### src/hdl/sps_pkg.sv
package sps_pkg;

  // Width of the stored position and of the cycle counter
  localparam int PosBits = 8;
  localparam int OutPosBits = 8;

  typedef logic [PosBits-1:0] pos_t;

  // Item opcodes
  localparam logic [1:0] OpTick   = 2'd0;
  localparam logic [1:0] OpGoto   = 2'd1;
  localparam logic [1:0] OpZero   = 2'd2;
  localparam logic [1:0] OpSetPos = 2'd3;

  // Configuration register indexes
  localparam logic [1:0] CfgPhaseHold  = 2'd0;
  localparam logic [1:0] CfgDeadband   = 2'd1;
  localparam logic [1:0] CfgZeroCycles = 2'd2;

  localparam logic [15:0] PhaseHoldRst  = 16'd2000;
  localparam logic [7:0]  DeadbandRst   = 8'd10;
  localparam logic [7:0]  ZeroCyclesRst = 8'd100;

  typedef struct packed {
    logic [1:0] op;
    logic [7:0] value;
  } in_item_t;

  typedef struct packed {
    logic [3:0] coils;
    logic       enable;
    logic       busy_res;
    logic [7:0] position;
    logic       ignored;
  } out_item_t;

  typedef struct packed {
    logic [15:0] phase_hold;
    logic [7:0]  deadband;
    logic [7:0]  zero_cycles;
  } cfg_t;

  // Coil pattern for a phase: reverse 0110,0101,1001,1010; forward 1010,1001,0101,0110
  function automatic logic [3:0] coil_pattern(input logic rev, input logic [1:0] ph);
    logic [3:0] pat;
    case (ph)
      2'd0: pat = rev ? 4'h6 : 4'hA;
      2'd1: pat = rev ? 4'h5 : 4'h9;
      2'd2: pat = rev ? 4'h9 : 4'h5;
      2'd3: pat = rev ? 4'hA : 4'h6;
      default: pat = 4'h0;
    endcase
    return pat;
  endfunction

endpackage

### src/hdl/sps_cfg.sv
module sps_cfg
  import sps_pkg::*;
(
  input  logic        clk_i,
  input  logic        rst_ni,
  input  logic        cfg_we_i,
  input  logic [1:0]  cfg_idx_i,
  input  logic [15:0] cfg_wdata_i,
  output cfg_t        cfg_o
);

  cfg_t cfg_q;

  always_ff @(posedge clk_i or negedge rst_ni) begin
    if (!rst_ni) begin
      cfg_q.phase_hold  <= PhaseHoldRst;
      cfg_q.deadband    <= DeadbandRst;
      cfg_q.zero_cycles <= ZeroCyclesRst;
    end else if (cfg_we_i) begin
      case (cfg_idx_i)
        CfgPhaseHold:  cfg_q.phase_hold  <= cfg_wdata_i;
        CfgDeadband:   cfg_q.deadband    <= cfg_wdata_i[7:0];
        CfgZeroCycles: cfg_q.zero_cycles <= cfg_wdata_i[7:0];
        default: ;
      endcase
    end
  end

  assign cfg_o = cfg_q;

endmodule

### src/hdl/sps_engine.sv
module sps_engine
  import sps_pkg::*;
(
  input  logic      clk_i,
  input  logic      rst_ni,
  input  logic      fire_i,
  input  in_item_t  item_i,
  input  cfg_t      cfg_i,
  output out_item_t res_o
);

  pos_t        pos_q, pos_d;
  pos_t        target_q, target_d;
  pos_t        cyc_q, cyc_d;
  logic [1:0]  phase_q, phase_d;
  logic [15:0] hold_q, hold_d;
  logic        rev_q, rev_d;
  logic        sweep_q, sweep_d;
  logic [3:0]  coils_q, coils_d;
  logic        moving_q, moving_d;
  logic        ign;

  pos_t        val;
  logic        go_rev;
  pos_t        diff;
  logic [15:0] limit;
  logic [16:0] hold_nxt;

  always_comb begin
    pos_d    = pos_q;
    target_d = target_q;
    cyc_d    = cyc_q;
    phase_d  = phase_q;
    hold_d   = hold_q;
    rev_d    = rev_q;
    sweep_d  = sweep_q;
    coils_d  = coils_q;
    moving_d = moving_q;
    ign      = 1'b0;

    val      = pos_t'(item_i.value);
    go_rev   = pos_q < val;
    diff     = go_rev ? (val - pos_q) : (pos_q - val);
    limit    = (cfg_i.phase_hold == 16'd0) ? 16'd1 : cfg_i.phase_hold;
    hold_nxt = {1'b0, hold_q} + 17'd1;

    if (item_i.op == OpTick) begin
      if (moving_q) begin
        if (hold_nxt < {1'b0, limit}) begin
          hold_d = hold_nxt[15:0];
        end else begin
          hold_d = 16'd0;
          if (phase_q == 2'd3) begin
            // End of a four-phase cycle: count it down, stop at zero
            phase_d = 2'd0;
            cyc_d   = cyc_q - pos_t'(1);
            if (cyc_d == '0) begin
              moving_d = 1'b0;
              if (!sweep_q) begin
                pos_d = target_q;
              end
            end else begin
              coils_d = coil_pattern(rev_q, 2'd0);
            end
          end else begin
            phase_d = phase_q + 2'd1;
            coils_d = coil_pattern(rev_q, phase_q + 2'd1);
          end
        end
      end
    end else if (moving_q) begin
      ign = 1'b1;
    end else begin
      case (item_i.op)
        OpGoto: begin
          if (diff >= pos_t'(cfg_i.deadband)) begin
            target_d = val;
            if (diff == '0) begin
              pos_d = val;
            end else begin
              rev_d    = go_rev;
              sweep_d  = 1'b0;
              cyc_d    = diff;
              phase_d  = 2'd0;
              hold_d   = 16'd0;
              coils_d  = coil_pattern(go_rev, 2'd0);
              moving_d = 1'b1;
            end
          end
        end
        OpZero: begin
          if (cfg_i.zero_cycles != 8'd0) begin
            rev_d    = 1'b0;
            sweep_d  = 1'b1;
            cyc_d    = pos_t'(cfg_i.zero_cycles);
            phase_d  = 2'd0;
            hold_d   = 16'd0;
            coils_d  = coil_pattern(1'b0, 2'd0);
            moving_d = 1'b1;
          end
        end
        OpSetPos: pos_d = val;
        default: ;
      endcase
    end
  end

  always_ff @(posedge clk_i or negedge rst_ni) begin
    if (!rst_ni) begin
      pos_q    <= '0;
      target_q <= '0;
      cyc_q    <= '0;
      phase_q  <= 2'd0;
      hold_q   <= 16'd0;
      rev_q    <= 1'b0;
      sweep_q  <= 1'b0;
      coils_q  <= 4'd0;
      moving_q <= 1'b0;
    end else if (fire_i) begin
      pos_q    <= pos_d;
      target_q <= target_d;
      cyc_q    <= cyc_d;
      phase_q  <= phase_d;
      hold_q   <= hold_d;
      rev_q    <= rev_d;
      sweep_q  <= sweep_d;
      coils_q  <= coils_d;
      moving_q <= moving_d;
    end
  end

  assign res_o.coils    = coils_d;
  assign res_o.enable   = moving_d;
  assign res_o.busy_res = moving_d;
  assign res_o.position = pos_d[OutPosBits-1:0];
  assign res_o.ignored  = ign;

endmodule

### src/hdl/stepper_position_sequencer_core.sv
// Path from input transaction to result: the input register, then the result register.
// Throughput: one item per cycle unless the output stalls; state update is combinational.
// The input register holds one item while a finished result waits on a stalled output.
// Reset (rst_ni low, asynchronous): coils low, idle, position zero, registers at
// phase_hold_ticks 2000, deadband 10, zero_cycles 100; both pipeline registers empty.
module stepper_position_sequencer_core
  import sps_pkg::*;
(
  input  logic        clk_i,
  input  logic        rst_ni,
  input  logic        in_valid_i,
  output logic        in_stall_o,
  input  in_item_t    in_data_i,
  output logic        out_valid_o,
  input  logic        out_stall_i,
  output out_item_t   out_data_o,
  input  logic        cfg_we_i,
  input  logic [1:0]  cfg_idx_i,
  input  logic [15:0] cfg_wdata_i
);

  cfg_t      cfg;
  in_item_t  in_q;
  logic      in_vld_q;
  out_item_t out_q;
  logic      out_vld_q;
  out_item_t res;
  logic      out_free;
  logic      fire;
  logic      in_take;

  assign out_free   = !out_vld_q || !out_stall_i;
  assign fire       = in_vld_q && out_free;
  assign in_stall_o = in_vld_q && !out_free;
  assign in_take    = in_valid_i && !in_stall_o;

  sps_cfg u_cfg (
    .clk_i       (clk_i),
    .rst_ni      (rst_ni),
    .cfg_we_i    (cfg_we_i),
    .cfg_idx_i   (cfg_idx_i),
    .cfg_wdata_i (cfg_wdata_i),
    .cfg_o       (cfg)
  );

  sps_engine u_engine (
    .clk_i  (clk_i),
    .rst_ni (rst_ni),
    .fire_i (fire),
    .item_i (in_q),
    .cfg_i  (cfg),
    .res_o  (res)
  );

  always_ff @(posedge clk_i or negedge rst_ni) begin
    if (!rst_ni) begin
      in_vld_q <= 1'b0;
    end else if (in_take) begin
      in_vld_q <= 1'b1;
    end else if (fire) begin
      in_vld_q <= 1'b0;
    end
  end

  always_ff @(posedge clk_i) begin
    if (in_take) begin
      in_q <= in_data_i;
    end
  end

  // Result register: load on fire, drain when taken
  always_ff @(posedge clk_i or negedge rst_ni) begin
    if (!rst_ni) begin
      out_vld_q <= 1'b0;
    end else if (fire) begin
      out_vld_q <= 1'b1;
    end else if (!out_stall_i) begin
      out_vld_q <= 1'b0;
    end
  end

  always_ff @(posedge clk_i) begin
    if (fire) begin
      out_q <= res;
    end
  end

  assign out_valid_o = out_vld_q;
  assign out_data_o  = out_q;

`ifndef SYNTHESIS
  a_enable_busy: assert property (@(posedge clk_i) disable iff (!rst_ni)
    out_valid_o |-> (out_data_o.enable == out_data_o.busy_res))
    else $error("enable and busy_res disagree");

  a_ignored_busy: assert property (@(posedge clk_i) disable iff (!rst_ni)
    (out_valid_o && out_data_o.ignored) |-> out_data_o.busy_res)
    else $error("command flagged ignored while idle");

  a_drain: assert property (@(posedge clk_i) disable iff (!rst_ni)
    (out_vld_q && !out_stall_i && !in_vld_q) |=> !out_valid_o)
    else $error("result shown twice");

  a_stall_full: assert property (@(posedge clk_i) disable iff (!rst_ni)
    in_stall_o |-> (in_vld_q && out_vld_q))
    else $error("input stalled with room in the pipeline");
`endif

endmodule

### config.mk
export PLATFORM = sky130hd
export DESIGN_NAME = stepper_position_sequencer_core
export DESIGN_NICKNAME = d
export VERILOG_FILES = /design/src/hdl/sps_pkg.sv /design/src/hdl/sps_cfg.sv /design/src/hdl/sps_engine.sv /design/src/hdl/stepper_position_sequencer_core.sv
export SDC_FILE = /design/constraint.sdc
export NUM_CORES = 1
export LEC_CHECK = 0
export ABC_AREA = 1
export BUFFER_PORTS_ARGS = -buffer_cell sky130_fd_sc_hd__buf_2
export CORE_AREA = 2 2 134 162
export CTS_CLUSTER_SIZE = 16
export DETAILED_ROUTE_END_ITERATION = 10
export DIE_AREA = 0 0 136 164
export PLACE_DENSITY = 0.62
export RECOVER_POWER = 100
export SETUP_SLACK_MARGIN = 0.4
export SYNTH_ARGS = -nofsm -noshare
export SYNTH_HDL_FRONTEND = slang
export SYNTH_SLANG_ARGS = --single-unit
### constraint.sdc
create_clock -name clk_i -period 5.6 [get_ports clk_i]
set_input_delay 0.56 -clock clk_i [delete_from_list [all_inputs] [get_ports clk_i]]
set_output_delay 0.56 -clock clk_i [all_outputs]
set_load 0.005 [all_outputs]
After elaboration in Yosys (flattened, before gate mapping)

Cells that the tools add are included.

Bits in registers: 107
Word-level logic and storage cells: 153
Bits of input ports: 33
Output and inout port bits: 17

Bitwise gates (word level): 2
Add/subtract/negate cells: 5
Equality and inequality tests: 20
Order comparisons: 3
Mux-type cells: 77
Reductions and logical operators: 26

Operators with widths:

| operator                                                           | number |
|---|---|
| 8-bit 2-to-1 mux                                                   | 18 |
| 16-bit 2-to-1 mux                                                  | 8 |
| 4-bit 2-to-1 mux                                                   | 14 |
| 16-bit one-hot mux with 2 select lines                             | 1 |
| 8-bit one-hot mux with 2 select lines                              | 2 |
| 1-bit 2-to-1 mux                                                   | 20 |
| 16-bit by 1-bit adder with 17-bit output, second input constant    | 1 |
| 17-bit by 16-bit < comparator with 1-bit output                    | 1 |
| 16-bit zero test                                                   | 1 |
| 8-bit zero test                                                    | 2 |
| 2-bit 2-to-1 mux                                                   | 8 |
| 4-bit one-hot mux with 4 select lines                              | 1 |
| 8-bit subtractor                                                   | 2 |
| 7-bit AND reduction                                                | 2 |
| 2-bit == test, second input constant                               | 6 |
| 9-bit AND reduction                                                | 1 |
| 8-bit greater-or-equal comparator                                  | 1 |
| 8-bit < comparator                                                 | 1 |
| 2-bit by 1-bit != test with 1-bit output, second input constant    | 4 |
| 2-bit != test, second input constant                               | 4 |
| 4-bit one-hot mux with 2 select lines                              | 1 |
| 8-bit AND reduction                                                | 1 |
| 8-bit nonzero test                                                 | 1 |
| 8-bit by 1-bit subtractor with 8-bit output, second input constant | 1 |
| 15 further kinds                                                   | 31 |

Logic depth before layout (Yosys ltp)

Depth in word-level cells: 8
Depth in mapped cells: 29
Mapped depth without buffers: 27

Modules after synthesis

A second synthesis with hierarchy kept.

Cell total of the unflattened synthesis: 979
Area total of the unflattened synthesis: 7459.7 um2

Modules (own cells, without submodules):

| module                          | area an instance (um2) | sequential area each (um2) | times used | cells each |
|---|---|---|---|---|
| sps_engine                      | 5253.8                 | 1226.2                     | 1          | 800 |
| sps_cfg                         | 1360.1                 | 814.5                      | 1          | 142 |
| stepper_position_sequencer_core | 845.8                  | 800.8                      | 1          | 37 |

Worst setup path after synthesis

OpenSTA, ideal clock, no wires.

Kind: register -> register
From: register u_engine.pos_q[0]
To: register out_q (netlist bit out_data_o[11]), data pin
Stages on the path, launching flop included: 24
Buffers on the path: 1
Arrival time: 3162 ps
Path slack: 2180 ps
Setup time: 258 ps
Data required time: 5342 ps
Clock period less this slack: 3420 ps
Path through: dfrtp_1 > inv_1 > ha_1 > inv_1 > fa_1 > nand3_1 > nand3_2 > nand2_2 > nand2_4 > inv_4 > nand2_1 > nand2_1 > inv_1 > ha_1 > nand2_1 > nor2_1 > nand4_1 > o2111ai_1 > clkbuf_1 > nand2_2 > a21oi_1 > nand2_1 > nand2_1 > nand2_1

RTL lines:

| item                   | RTL line                              | RTL |
|---|---|---|
| start, declared        | sps_engine.sv:12                      | `pos_t pos_q, pos_d;` |
| start signal, assigned | sps_engine.sv:120                     | `pos_q <= pos_d;` |
| end signal, assigned   | stepper_position_sequencer_core.sv:84 | `out_q <= res;` |
| end, declared          | stepper_position_sequencer_core.sv:25 | `out_item_t out_q;` |

Worst setup path in the final report

From: register in_q[5] (netlist bit)
To: register u_engine.hold_q[8]

Word-level cells in the longest chain between the ends: 5
Elaborated cells on any way between the ends: 9
Classes of those cells: 2 x add/sub; 2 x order compare; 2 x eq/ne; 1 x mux; 2 x reduce/logical

Ends and longest elaborated chain:

| item                                                                                                                         | RTL line                              | RTL |
|---|---|---|
| start, declared                                                                                                              | stepper_position_sequencer_core.sv:23 | `in_item_t in_q;` |
| start signal, assigned                                                                                                       | stepper_position_sequencer_core.sv:67 | `in_q <= in_data_i;` |
| 8-bit subtractor / 8-bit < comparator (equally long branches)                                                                | sps_engine.sv:43, sps_engine.sv:42    |  |
| 8-bit 2-to-1 mux (*)                                                                                                         | sps_engine.sv:43                      | `diff = go_rev ? (val - pos_q) : (pos_q - val);` |
| 8-bit greater-or-equal comparator / 8-bit zero test (equally long branches)                                                  | sps_engine.sv:76, sps_engine.sv:78    |  |
| 3-bit by 1-bit != test with 1-bit output (no source line) / 3-bit by 2-bit != test with 1-bit output (equally long branches) | n/a                                   |  |
| 7-bit AND reduction (no source line) (*)                                                                                     | n/a                                   |  |
| end signal, assigned                                                                                                         | sps_engine.sv:124                     | `hold_q <= hold_d;` |
| end, declared                                                                                                                | sps_engine.sv:16                      | `logic [15:0] hold_q, hold_d;` |

Every way passes the cells marked *; elsewhere a longest branch is shown, timed or not.
A chain may end at the register's enable or synchronous reset.

==> reports/results.txt <==
R2R cell count = 21
Worst vdd ir = 0.259 mV
CP Capture Type = register
GRT overflow = 0
Crit path cell chain = inv_1 -> ha_1 -> nand2_1 -> nor2_1 -> nand2_2 -> nand2_1 -> clkinvlp_2 -> nand2_1 -> nand2_1 -> ha_1 -> a21oi_1 -> o21ai_0 -> nand2_1 -> o2111ai_1 -> buf_4 -> nor2_1 -> nand2_1 -> nand2_1 -> nor3_4 -> nand3_1 -> o21ai_0
Final std cells w/o fill = 1262
Ys Warns = 0
Initial Utilization = 34.6%
Fmax = 0.223 GHz
Reg2reg setup slack = 1.11 ns
Mapped Nets = 1039
DRT Wirelength = 17300 um
Chip width = 136 um
Max-cap violation count = 3
Mapped Area = 7190 um^2
Largest net degree at the start of global routing = 50
Post-synth top flop = dfrtp_1
# clock sinks = 107
Status = complete, but fails checks
Most used cell, CP = nand2_1
WL/cell = 13.7 um
Nets = 1073
CTS buffer count = 9
Slew HR = -90.4%
CP Max Fanout = 32
Final antenna-violating net count = 0
HP Class = in2reg
Post-synthesis sequential area ratio = 39.1%
Postcts setup bufs = 0
Die Span Y = 164 um
Ys async rst share = 77.6%
Root Buffer = clkbuf_16
Maximum level of the CTS H-tree = 3
Worst-margin pin slew = 2.86 ns
Io pins = 50
Clock-pin slew on the worst setup and hold paths = 0.07 ns
Worst-Skew Late Latency = 0.36 ns
Kind of critical path = reg2reg
Detailed Route Iter0 Violations = 365
Worst path arrival time = 4.77 ns
Seq cells post-synth = 107
Max Root-Sink Buffers = 2
Post-route clock period utilization = 80.1%
Placer Congestion = 0.896
PortBufs = 49
Leakage = 3.97 nW
Initial antenna violation count = 0
Slowest CP cell = nor3_4
DR pass1 iterations = 5
Avg Cell Area, Syn = 7.54 um^2
Layout cells sized above 1 = 9.07%
Worst R2R Start = in_q[5]$_DFFE_PP_
DRC viols = 0
RSZ-0062 raised after global routing = no
Startpoint type of the worst setup path = register
Vias = 5999
# rows = 58
Vias in the first global route = 5853
Clock skew = 0.00993 ns
Area grow syn2layout = 8.98%
Synth Instances = 953
Detailed Place HPWL = 12800 um
WP data required = 5.88 ns
Die area = 22300 um^2
TritonCTS clock tree = yes
Antenna cells = 0
Final setup viols = 0
Final Hold Viols = 0
Via density = 4.75
Resize count post-CTS = 0
EDFF count, synth = 24
Crit path to = u_engine.hold_q[8]$_DFFE_PN0P_
Netlist cell types = 42
Slew Limit Fails = 120
Hold Buf Count CTS = 0
First-pass GRT wire length = 28900 um
Cell total after placement = 1246
Fin util = 37.7%
Cell Pwr Density = 440 nW/um^2
Core area = 20800 um^2
R2R Path End = u_engine.hold_q[8]$_DFFE_PN0P_
Violated checks = capacitance limit, slew limit
Largest stage delay on the critical path = 0.79 ns
Worst hold margin = 0.380 ns
All-Layer GR Usage = 16.3%
Tmin final = 4.49 ns
Setup tns final = 0 ns
Filler cell count = 2206
Worst setup startpoint = in_q[5]$_DFFE_PP_
flip-flops by register name (all words and copies together), names as in the netlist, 4 cells and up:
signal and count:
in_q 10, out_data_o 14, u_cfg.cfg_o 32, u_engine.coils_q 4, u_engine.cyc_q 8, u_engine.hold_q 16
u_engine.pos_q 8, u_engine.target_q 8
synthesized netlist by cell type (2+ instances only):
| master | n | area (um^2) |
|---|---|---|
| dfstp_2 | 11 | 289 |
| buf_6 | 4 | 45.0 |
| xor2_1 | 23 | 201 |
| nand2_4 | 2 | 22.5 |
| inv_1 | 151 | 567 |
| nand2_2 | 8 | 50.1 |
| edfxtp_1 | 24 | 721 |
| o21ai_1 | 13 | 65.1 |
| nand3_2 | 6 | 60.1 |
| clkbuf_1 | 15 | 56.3 |
| nand4_1 | 28 | 175 |
| buf_4 | 7 | 52.6 |
| nand3_1 | 67 | 335 |
| nor2_2 | 6 | 37.5 |
| nor3_2 | 3 | 30.0 |
| o21ai_0 | 81 | 405 |
| nand2_1 | 265 | 995 |
| o21ai_2 | 2 | 17.5 |
| a21oi_1 | 38 | 190 |
| fa_1 | 2 | 40.0 |
| nor2_1 | 47 | 176 |
| ha_1 | 51 | 638 |
| buf_2 | 2 | 10.0 |
| nor3_1 | 6 | 30.0 |
| dfrtp_1 | 72 | 1800 |
| o211ai_1 | 3 | 22.5 |
kinds of logic after synthesis:
group | after synthesis | synth area share [%]
fa+ha+maj | 53 | 9.44
flops | 107 | 39.1
xor+xnor | 24 | 2.93
buf+inv | 182 | 10.4
compound gates | 141 | 10.2
simple gates | 446 | 28.0
through the flow:
stage | power, mW | area [um^2] | setup WS (ns)
after floorplan | 2.45 | 7190 | 2.18
after global placement | 2.86 | 7630 | 1.55
after detailed placement | 2.88 | 7630 | 1.38
after CTS | 3.51 | 7900 | 1.34
after global routing | 3.77 | 7830 | 0.456
final | 3.45 | 7830 | 1.11
worst min path at each step:
stage | slack [ns] | from | cells after the start | end
floorplan | 0.26 | rst_ni | 0 | in_vld_q$_DFFE_PN0P_
global placement | 0.47 | u_engine.coils_q[3]$_DFFE_PN0P_ | 2 | u_engine.coils_q[3]$_DFFE_PN0P_
global route | 0.37 | in_data_i[9] | 1 | in_q[9]$_DFFE_PP_
detailed placement | 0.47 | in_vld_q$_DFFE_PN0P_ | 2 | out_valid_o$_DFFE_PN0P_
CTS | 0.16 | rst_ni | 1 | u_cfg.cfg_o[29]$_DFFE_PN0P_
finish | 0.38 | in_data_i[3] | 1 | in_q[3]$_DFFE_PP_
where the power goes:
part	internal, mW	switching (mW)	total, mW
sequential	1.01	0.148	1.16
clock	0.316	0.291	0.607
combinational	0.576	1.10	1.68
worst max-delay path, delay by kind of cell, from the launching register on:
kind                     cells  cell delay [ns]
AND/OR/NAND/NOR             12             2.17
adder cells (fa/ha/maj)      2             0.70
buffers and inverters        3             0.66
AO/OA/AOI/OAI                4             0.42
flip-flops                   1             0.43
area by class of cell:
| type | count | area (um^2) | share of cell area [%] |
|---|---|---|---|
| tap | 270 | 338 | 4.31 |
| inverter | 153 | 576 | 7.35 |
| sequential | 107 | 2810 | 35.9 |
| timing repair buffer | 52 | 244 | 3.12 |
| clock buffer | 13 | 250 | 3.20 |
| multi-input combinational | 664 | 3590 | 45.9 |
| clock inverter | 3 | 21.3 | 0.272 |
layout by cell type (no fill, tap or decap), drive strengths merged:
cell	netlist	routed
and2	2	2
nor2	53	53
nand4	29	29
a21oi	38	38
edfxtp	24	24
xor2	23	23
dfrtp	72	72
buf	14	37
nand2	275	275
inv	153	154
nor3	10	10
nor3b	2	2
fa	2	2
o211ai	3	3
o22ai	1	1
nor4	1	1
xnor2	1	1
clkinvlp	0	1
clkinv	0	1
nand3	74	74
o31ai	1	1
o2111ai	1	1
dfstp	11	11
clkbuf	15	28
o21ai	96	96
ha	51	51
o21a	1	1
routing by layer:
layer  routed length [um]  share of wire [%]  track usage, %  vias to the layer above
li1                     -                  -               -                     3122
met1                 7930                 46            21.0                     2740
met2                 8390                 49            27.7                      115
met3                  642                3.7            2.99                       22
met4                  306                1.8            5.21                        0
met5                    0                  0               0                        -
Note: power is estimated with default switching activity, not from simulation.
